$ cat src/ppc_pkg.sv
// ----------------------------------------------------------------------------
// ppc_pkg: shared types and constants for the pulse position decoder
// Request payloads, register indexes, reset values and pipeline enables.
// ----------------------------------------------------------------------------
package ppc_pkg;

    // Default pulse width that maps to zero before the offset (timer counts)
    localparam int unsigned CENTER_COUNTS_DEF = 36000;

    // Configuration port
    localparam int unsigned CFG_INDEX_W = 3;
    localparam int unsigned CFG_DATA_W  = 32;

    localparam logic [CFG_INDEX_W-1:0] REG_GAIN       = 3'd0;
    localparam logic [CFG_INDEX_W-1:0] REG_OFFSET     = 3'd1;
    localparam logic [CFG_INDEX_W-1:0] REG_MAX_STEP   = 3'd2;
    localparam logic [CFG_INDEX_W-1:0] REG_TIMEOUT    = 3'd3;
    localparam logic [CFG_INDEX_W-1:0] REG_ARM_PULSES = 3'd4;

    // Register reset values
    localparam logic signed [31:0] GAIN_RST       = 32'sd65536;
    localparam logic signed [31:0] OFFSET_RST     = 32'sd0;
    localparam logic [30:0]        MAX_STEP_RST   = 31'd256000;
    localparam logic [30:0]        TIMEOUT_RST    = 31'd100000;
    localparam logic [7:0]         ARM_PULSES_RST = 8'd10;

    // Input request
    typedef struct packed {
        logic [31:0]        time_now;
        logic               period_seen;
        logic [15:0]        pulse_width;
        logic signed [31:0] present_position;
    } in_item_t;

    // Result request
    typedef struct packed {
        logic               load_reference;
        logic signed [31:0] reference_position;
        logic               timing_trigger;
        logic               enter_idle;
        logic               armed;
    } out_item_t;

    // Per-stage load enables for the mapping datapath
    typedef struct packed {
        logic s2;
        logic s3;
        logic s4;
    } adv_t;

endpackage

$ cat src/pwm_pulse_position_command_top.sv
// ----------------------------------------------------------------------------
// pwm_pulse_position_command_top: RC servo pulse position command decoder
// Turns captured pulse periods and widths into reference loads, timing
// triggers and idle requests, with arming count and silence timeout.
// ----------------------------------------------------------------------------
//  channel   signals                              direction
//  input     in_valid / in_ready / in_data        request in
//  result    out_valid / out_ready / out_data     request out
//  config    cfg_wr_en / cfg_index / cfg_wdata    write only
//
//  Throughput is one request per cycle while the result is not stalled; a
//  result passes the input register, product register, saturate register
//  and result register before it is offered. Pulse count and last pulse
//  time update as a request leaves the input register. Reset clears the
//  count and time and loads register defaults. A stalled result holds;
//  ready falls once all four stages are full and the result is stalled.
// ----------------------------------------------------------------------------
module pwm_pulse_position_command_top #(
    parameter int unsigned CENTER_COUNTS = ppc_pkg::CENTER_COUNTS_DEF
) (
    input  logic                                clk,
    input  logic                                rst_n,
    input  logic                                in_valid,
    output logic                                in_ready,
    input  ppc_pkg::in_item_t                   in_data,
    output logic                                out_valid,
    input  logic                                out_ready,
    output ppc_pkg::out_item_t                  out_data,
    input  logic                                cfg_wr_en,
    input  logic [ppc_pkg::CFG_INDEX_W-1:0]     cfg_index,
    input  logic [ppc_pkg::CFG_DATA_W-1:0]      cfg_wdata
);

    typedef struct packed {
        logic load;
        logic trig;
        logic idle;
        logic armed;
    } flags_t;

    // Configuration registers
    logic signed [31:0] gain_reg;
    logic signed [31:0] offset_reg;
    logic [30:0]        max_step_reg;
    logic [30:0]        timeout_reg;
    logic [7:0]         arm_reg;

    // Decoder state
    logic [7:0]  pulse_count_reg;
    logic [7:0]  pulse_count_next;
    logic [31:0] last_time_reg;
    logic [31:0] last_time_next;

    // Pipeline
    logic              v1_reg, v2_reg, v3_reg, v4_reg;
    logic              ready2, ready3, ready4;
    ppc_pkg::in_item_t in_item_reg;
    ppc_pkg::adv_t     adv;
    flags_t            flags_next;
    flags_t            flags2_reg, flags3_reg, flags4_reg;
    logic              use_map;
    logic signed [31:0] reference_position;

    logic        glitch;
    logic        has_width;
    logic [31:0] gap;
    logic        timed_out;

    // Write configuration registers
    always_ff @(posedge clk or negedge rst_n)
    begin
        if (!rst_n)
        begin
            gain_reg     <= ppc_pkg::GAIN_RST;
            offset_reg   <= ppc_pkg::OFFSET_RST;
            max_step_reg <= ppc_pkg::MAX_STEP_RST;
            timeout_reg  <= ppc_pkg::TIMEOUT_RST;
            arm_reg      <= ppc_pkg::ARM_PULSES_RST;
        end
        else if (cfg_wr_en)
        begin
            unique case (cfg_index)
                ppc_pkg::REG_GAIN:       gain_reg     <= $signed(cfg_wdata);
                ppc_pkg::REG_OFFSET:     offset_reg   <= $signed(cfg_wdata);
                ppc_pkg::REG_MAX_STEP:   max_step_reg <= cfg_wdata[30:0];
                ppc_pkg::REG_TIMEOUT:    timeout_reg  <= cfg_wdata[30:0];
                ppc_pkg::REG_ARM_PULSES: arm_reg      <= cfg_wdata[7:0];
                default: ;
            endcase
        end
    end

    // Advance a stage when its successor is empty or moving
    assign ready4   = !v4_reg || out_ready;
    assign ready3   = !v3_reg || ready4;
    assign ready2   = !v2_reg || ready3;
    assign in_ready = !v1_reg || ready2;

    assign adv.s2 = v1_reg && ready2;
    assign adv.s3 = v2_reg && ready3;
    assign adv.s4 = v3_reg && ready4;

    always_ff @(posedge clk or negedge rst_n)
    begin
        if (!rst_n)
        begin
            v1_reg <= 1'b0;
            v2_reg <= 1'b0;
            v3_reg <= 1'b0;
            v4_reg <= 1'b0;
        end
        else
        begin
            if (in_ready)
                v1_reg <= in_valid;
            if (ready2)
                v2_reg <= v1_reg;
            if (ready3)
                v3_reg <= v2_reg;
            if (ready4)
                v4_reg <= v3_reg;
        end
    end

    // Hold the accepted request
    always_ff @(posedge clk)
    begin
        if (in_valid && in_ready)
            in_item_reg <= in_data;
    end

    // Classify the poll and work out the next decoder state
    assign glitch    = in_item_reg.period_seen && (in_item_reg.pulse_width != 16'd0);
    assign has_width = in_item_reg.pulse_width != 16'd0;
    assign gap       = in_item_reg.time_now - last_time_reg;
    assign timed_out = !in_item_reg.period_seen && !has_width
                       && ($signed(33'(signed'(gap))) > $signed({2'b00, timeout_reg}));
    assign use_map   = has_width && !glitch;

    always_comb
    begin
        pulse_count_next = pulse_count_reg;
        last_time_next   = last_time_reg;
        flags_next       = '0;
        if (glitch)
        begin
            pulse_count_next = 8'd0;
        end
        else
        begin
            if (in_item_reg.period_seen)
            begin
                flags_next.trig = 1'b1;
                last_time_next  = in_item_reg.time_now;
            end
            if (has_width)
            begin
                if (pulse_count_reg >= arm_reg)
                    flags_next.load = 1'b1;
                else
                    pulse_count_next = pulse_count_reg + 8'd1;
            end
            else if (timed_out)
            begin
                flags_next.idle  = 1'b1;
                pulse_count_next = 8'd0;
                last_time_next   = in_item_reg.time_now;
            end
        end
        flags_next.armed = pulse_count_next >= arm_reg;
    end

    always_ff @(posedge clk or negedge rst_n)
    begin
        if (!rst_n)
        begin
            pulse_count_reg <= 8'd0;
            last_time_reg   <= 32'd0;
        end
        else if (adv.s2)
        begin
            pulse_count_reg <= pulse_count_next;
            last_time_reg   <= last_time_next;
        end
    end

    // Carry flags alongside the mapping datapath
    always_ff @(posedge clk)
    begin
        if (adv.s2)
            flags2_reg <= flags_next;
        if (adv.s3)
            flags3_reg <= flags2_reg;
        if (adv.s4)
            flags4_reg <= flags3_reg;
    end

    ppc_map #(
        .CENTER_COUNTS (CENTER_COUNTS)
    ) u_map (
        .clk                (clk),
        .adv                (adv),
        .use_map            (use_map),
        .pulse_width        (in_item_reg.pulse_width),
        .present_position   (in_item_reg.present_position),
        .gain               (gain_reg),
        .position_offset    (offset_reg),
        .max_step           (max_step_reg),
        .reference_position (reference_position)
    );

    // Assemble the result request
    always_comb
    begin
        out_data.load_reference     = flags4_reg.load;
        out_data.reference_position = reference_position;
        out_data.timing_trigger     = flags4_reg.trig;
        out_data.enter_idle         = flags4_reg.idle;
        out_data.armed              = flags4_reg.armed;
    end

    assign out_valid = v4_reg;

`ifndef SYNTHESIS
    // A load only happens once the count has reached the arming level
    a_load_armed: assert property (@(posedge clk) disable iff (!rst_n)
        (out_valid && out_data.load_reference) |-> out_data.armed)
        else $error("reference load without armed");

    // Idle and load come from exclusive branches
    a_load_idle: assert property (@(posedge clk) disable iff (!rst_n)
        out_valid |-> !(out_data.load_reference && out_data.enter_idle))
        else $error("load and idle together");

    // Period with width is a glitch, so trigger and load never coincide
    a_trig_load: assert property (@(posedge clk) disable iff (!rst_n)
        out_valid |-> !(out_data.timing_trigger && out_data.load_reference))
        else $error("trigger and load together");

    // An idle request always leaves the counter cleared
    a_idle_clears: assert property (@(posedge clk) disable iff (!rst_n)
        (adv.s2 && flags_next.idle) |=> (pulse_count_reg == 8'd0))
        else $error("idle without counter clear");
`endif

endmodule

$ cat src/ppc_map.sv
// ----------------------------------------------------------------------------
// ppc_map: pulse width to clamped reference position
// Three register stages: multiply, round/offset/saturate, step clamp.
// ----------------------------------------------------------------------------
module ppc_map #(
    parameter int unsigned CENTER_COUNTS = ppc_pkg::CENTER_COUNTS_DEF
) (
    input  logic               clk,
    input  ppc_pkg::adv_t      adv,
    input  logic               use_map,
    input  logic [15:0]        pulse_width,
    input  logic signed [31:0] present_position,
    input  logic signed [31:0] gain,
    input  logic signed [31:0] position_offset,
    input  logic [30:0]        max_step,
    output logic signed [31:0] reference_position
);

    localparam logic signed [16:0] CENTER   = 17'(CENTER_COUNTS);
    localparam logic signed [42:0] SAT_HIGH = 43'sd2147483647;
    localparam logic signed [42:0] SAT_LOW  = -43'sd2147483648;

    logic signed [16:0] delta;
    logic signed [48:0] prod_next;
    logic signed [48:0] prod_reg;
    logic signed [31:0] present2_reg;
    logic               use2_reg;

    logic signed [49:0] round_sum;
    logic signed [41:0] scaled;
    logic signed [42:0] offset_sum;
    logic signed [31:0] pos_next;
    logic signed [31:0] pos_reg;
    logic signed [31:0] present3_reg;
    logic               use3_reg;

    logic signed [32:0] step;
    logic signed [32:0] limit;
    logic signed [32:0] step_clamped;
    logic signed [32:0] target;
    logic signed [31:0] ref_next;
    logic signed [31:0] ref_reg;

    // Signed offset from centre, then Q.16 product
    assign delta     = $signed({1'b0, pulse_width}) - CENTER;
    assign prod_next = 49'(delta) * 49'(gain);

    always_ff @(posedge clk)
    begin
        if (adv.s2)
        begin
            prod_reg     <= prod_next;
            present2_reg <= present_position;
            use2_reg     <= use_map;
        end
    end

    // Round to Q.8 (halves upward), add offset, saturate to 32 bits
    assign round_sum  = 50'(prod_reg) + 50'sd128;
    assign scaled     = $signed(round_sum[49:8]);
    assign offset_sum = 43'(scaled) + 43'(position_offset);

    always_comb
    begin
        if (offset_sum > SAT_HIGH)
            pos_next = 32'sh7fffffff;
        else if (offset_sum < SAT_LOW)
            pos_next = 32'sh80000000;
        else
            pos_next = $signed(offset_sum[31:0]);
    end

    always_ff @(posedge clk)
    begin
        if (adv.s3)
        begin
            pos_reg      <= pos_next;
            present3_reg <= present2_reg;
            use3_reg     <= use2_reg;
        end
    end

    // Limit the step from the present position
    assign step  = 33'(pos_reg) - 33'(present3_reg);
    assign limit = $signed({2'b00, max_step});

    always_comb
    begin
        if (step > limit)
            step_clamped = limit;
        else if (step < -limit)
            step_clamped = -limit;
        else
            step_clamped = step;
    end

    assign target   = 33'(present3_reg) + step_clamped;
    assign ref_next = use3_reg ? $signed(target[31:0]) : 32'sd0;

    always_ff @(posedge clk)
    begin
        if (adv.s4)
            ref_reg <= ref_next;
    end

    assign reference_position = ref_reg;

endmodule
$ cat config.mk
export PLATFORM = sky130hd
export DESIGN_NAME = pwm_pulse_position_command_top
export DESIGN_NICKNAME = d
export VERILOG_FILES = /design/src/ppc_pkg.sv /design/src/pwm_pulse_position_command_top.sv /design/src/ppc_map.sv
export SDC_FILE = /design/constraint.sdc
export NUM_CORES = 2
export LEC_CHECK = 0
export ABC_AREA = 1
export BUFFER_PORTS_ARGS = -buffer_cell sky130_fd_sc_hd__buf_2
export CORE_ASPECT_RATIO = 0.9
export CORE_MARGIN = 2
export CORE_UTILIZATION = 55
export CTS_CLUSTER_DIAMETER = 40
export DETAILED_ROUTE_END_ITERATION = 6
export GPL_TIMING_DRIVEN = 0
export PLACE_DENSITY = 0.75
export SLEW_MARGIN = 5
export SYNTH_ARGS = -nofsm -noshare
export SYNTH_HDL_FRONTEND = slang
export SYNTH_HIERARCHICAL = 1
export SYNTH_SLANG_ARGS = --single-unit
$ cat constraint.sdc
create_clock -name clk -period 7.8 [get_ports clk]
set_input_delay 0.78 -clock clk [delete_from_list [all_inputs] [get_ports clk]]
set_output_delay 0.78 -clock clk [all_outputs]
set_load 0.02 [all_outputs]
==> run_results.csv <==
group,metric,value,unit
run_status,status,"complete, no violations",
final_layout,final_common_cell,"nand2_1",
timing,finalCritPeriodShare,99.1,%
synth,synth_xor_area_share,3.70,%
final_layout,drive_gt1_share,8.67,%
route,drc,0,
critical_path,critical_path_class,"flop to flop",
critical_path,crit_fanout,10,
clock_network,root_buffer,"clkbuf_16",
final_layout,final_cell_mix,"nand2_1 (1302), inv_1 (1248), fa_1 (523)",
route,drtIter0Drc,4401,
critical_path,cp.depth,29,
final_layout,nets,7191,
synth,syn-instance-count,5938,
final_layout,fin_util,61.3,%
die,dieWidth,317,um
synth,synth.area.top_cells,"fa_1 (22%), edfxtp_1 (16%), nand2_1 (10%), inv_1 (9.7%), ha_1 (9.3%)",
critical_path,critical_path.max_stage_delay,0.58,ns
final_layout,largest_register_ff_count,81,
grt,grt_pass1_wl,228,mm
die,core_area,87600,sq um
route,firstDrtPassIters,5,
worst_hold_path,hp-class,"primary input to async pin",
critical_path,cp_top_family,"adder cells",
synth,synth_top_family_by_area,"adder cells",
final_layout,num_antenna_cells,0,
timing,setup_ws,0.0722,ns
place,pre_cts_ws,-1.51,ns
timing,finalHoldViolCount,0,
route,ant_nets,0,
clock_network,cts_buffers,61,
route,routedWlPerCell,19.9,um
critical_path,rr_worst_depth,29,
timing,final_max_slew_viol_count,0,
timing,fin_worst_skew,0.0381,ns
clock_network,clk_latency,0.66,ns
final_layout,area_growth,10.6,%
grt,grt_pass1_vias,40700,
synth,synth_fp_nets,6944,
place,gp_congestion,1.02,
clock_network,max-clock-path-buffers,3,
synth,synth_adder_area_share,30.9,%
clock_network,tritoncts,"yes",
grt,globalRouteOverflowTotal,0,
clock_network,path_clk_slew,0.06,ns
clock_network,htree_num_levels,2,
grt,track_usage,32.7,%
synth,ys_ff_latch,443,
grt,grt_max_degree,93,
synth,ys_types,66,
die,die-area,90600,sq um
synth,synth_area_per_cell,8.17,sq um
grt,antenna_found_initial,2,
critical_path,crit_buf_inv,10,
die,die_y,286,um
job,drv_cap,0,
synth,synthSimpleGateAreaFrac,17.7,%
die,fp-row-count,103,
route,viasPerCell,5.58,
timing,worstMarginPinSlew,0.917,ns
route,num_vias,41300,
critical_path,startpoint_type,"flop",
synth,synth_top_cell_by_area,"fa_1",
timing,relSlewSlack,38.7,%
critical_path,critPathArrivalTime,8.18,ns
die,start_util,55.4,%
synth,synth_top_area_share,21.6,%
critical_path,critPathSlowestCell,"fa_1",
synth,yosysWarnings,6,
critical_path,critPathRequiredTime,8.25,ns
route,drt-total-wl,147,mm
die,io_pins,159,
place,detailed_place_hpwl,120,mm
timing,setup_violations,0,
synth,yosysSeqAreaShare,25.6,%
place,io_buffers,158,
synth,synth_area,48500,sq um
timing,post-route-min-period,7.73,ns
clock_network,clkSinkCount,443,
synth,synth_compound_area_share,10.7,%
synth,synth_mux_area_share,0,%
critical_path,cp-end-kind,"flop",
timing,fmax,129,MHz
## final cells by class
class / count / area, sq um
plain buffers: 166 / 846
clock buffers: 63 / 1540
clock inverters: 53 / 566
fillers: 7735 / 33900
inverters: 1263 / 4770
multi-input cells: 4066 / 31000
flip-flops and latches: 443 / 12400
well taps: 1155 / 1450
repair buffers: 184 / 1130
## worst paths after layout
path | from | to | slack, ns
setup reg to reg | in_item_reg[37] | u_map/prod_reg[48] | 0.07
setup / recovery | in_item_reg[37] | u_map/prod_reg[48] | 0.07
min in group clk | in_data[69] | in_item_reg[69] | 0.29
hold reg to reg | u_map/present2_reg[13] | u_map/present3_reg[13] | 0.42
max in group asynchronous | rst_n | gain_reg[16] | 6.78
hold / removal | rst_n | arm_reg[6] | 0.09
## cells by family after synthesis
family,after synthesis
flip-flops,443
adder cells (fa/ha/maj),885
AO/OA/AOI/OAI,901
AND/OR/NAND/NOR,2075
XOR/XNOR,205
buffers and inverters,1429
## per-layer routing
layer	GRT usage, %	wire, um	part of all wire (%)
met1	47.7	63700	43
met2	49.1	63400	43
met3	6.37	14200	9.6
met4	10.5	5540	3.8
met5	0	29	0.020
## metrics by stage
stage          area [sq um]  TNS (ns)  std cells  hold WS, ns
4_1_cts               53300         0       7379       0.0934
3_3_place_gp          50800    -35.13       7251        0.401
5_1_grt               53700    -0.334       7393        0.140
6_report              53700         0       7393       0.0915
2_1_floorplan         48500         0       5938        0.400
3_5_place_dp          51000    -37.01       7258        0.405
## what timing repair did
action                     CTS  global route
setup endpoints to repair   34            29
hold buffers                 0             0
pin swaps                    1            23
buffers inserted             5            14
cloned                       0             0
hold endpoints to repair     0             0
gates resized for setup     52           106
## Yosys cell counts (all sizes together)
master	n
nand4	49
a21boi	4
o21ai	392
nand3b	6
nor3	62
dfstp	15
a211oi	6
xor2	135
o22ai	5
a21o	24
and3	3
xnor2	70
o21bai	17
o221a	1
or2	4
o21a	38
nand2	1337
ha	361
clkinv	4
a41oi	1
inv	1259
o2111ai	1
a31oi	30
dfrtp	163
o211ai	64
nor2	446
buf	30
o31ai	4
nand3	129
edfxtp	265
clkbuf	136
a31o	1
and2	9
a21oi	309
o221ai	1
nor4	29
fa	524
a221oi	3
nor3b	1
Power is not shown: default switching activity piles up to over one toggle a cycle in this logic, so the estimate is an artifact.
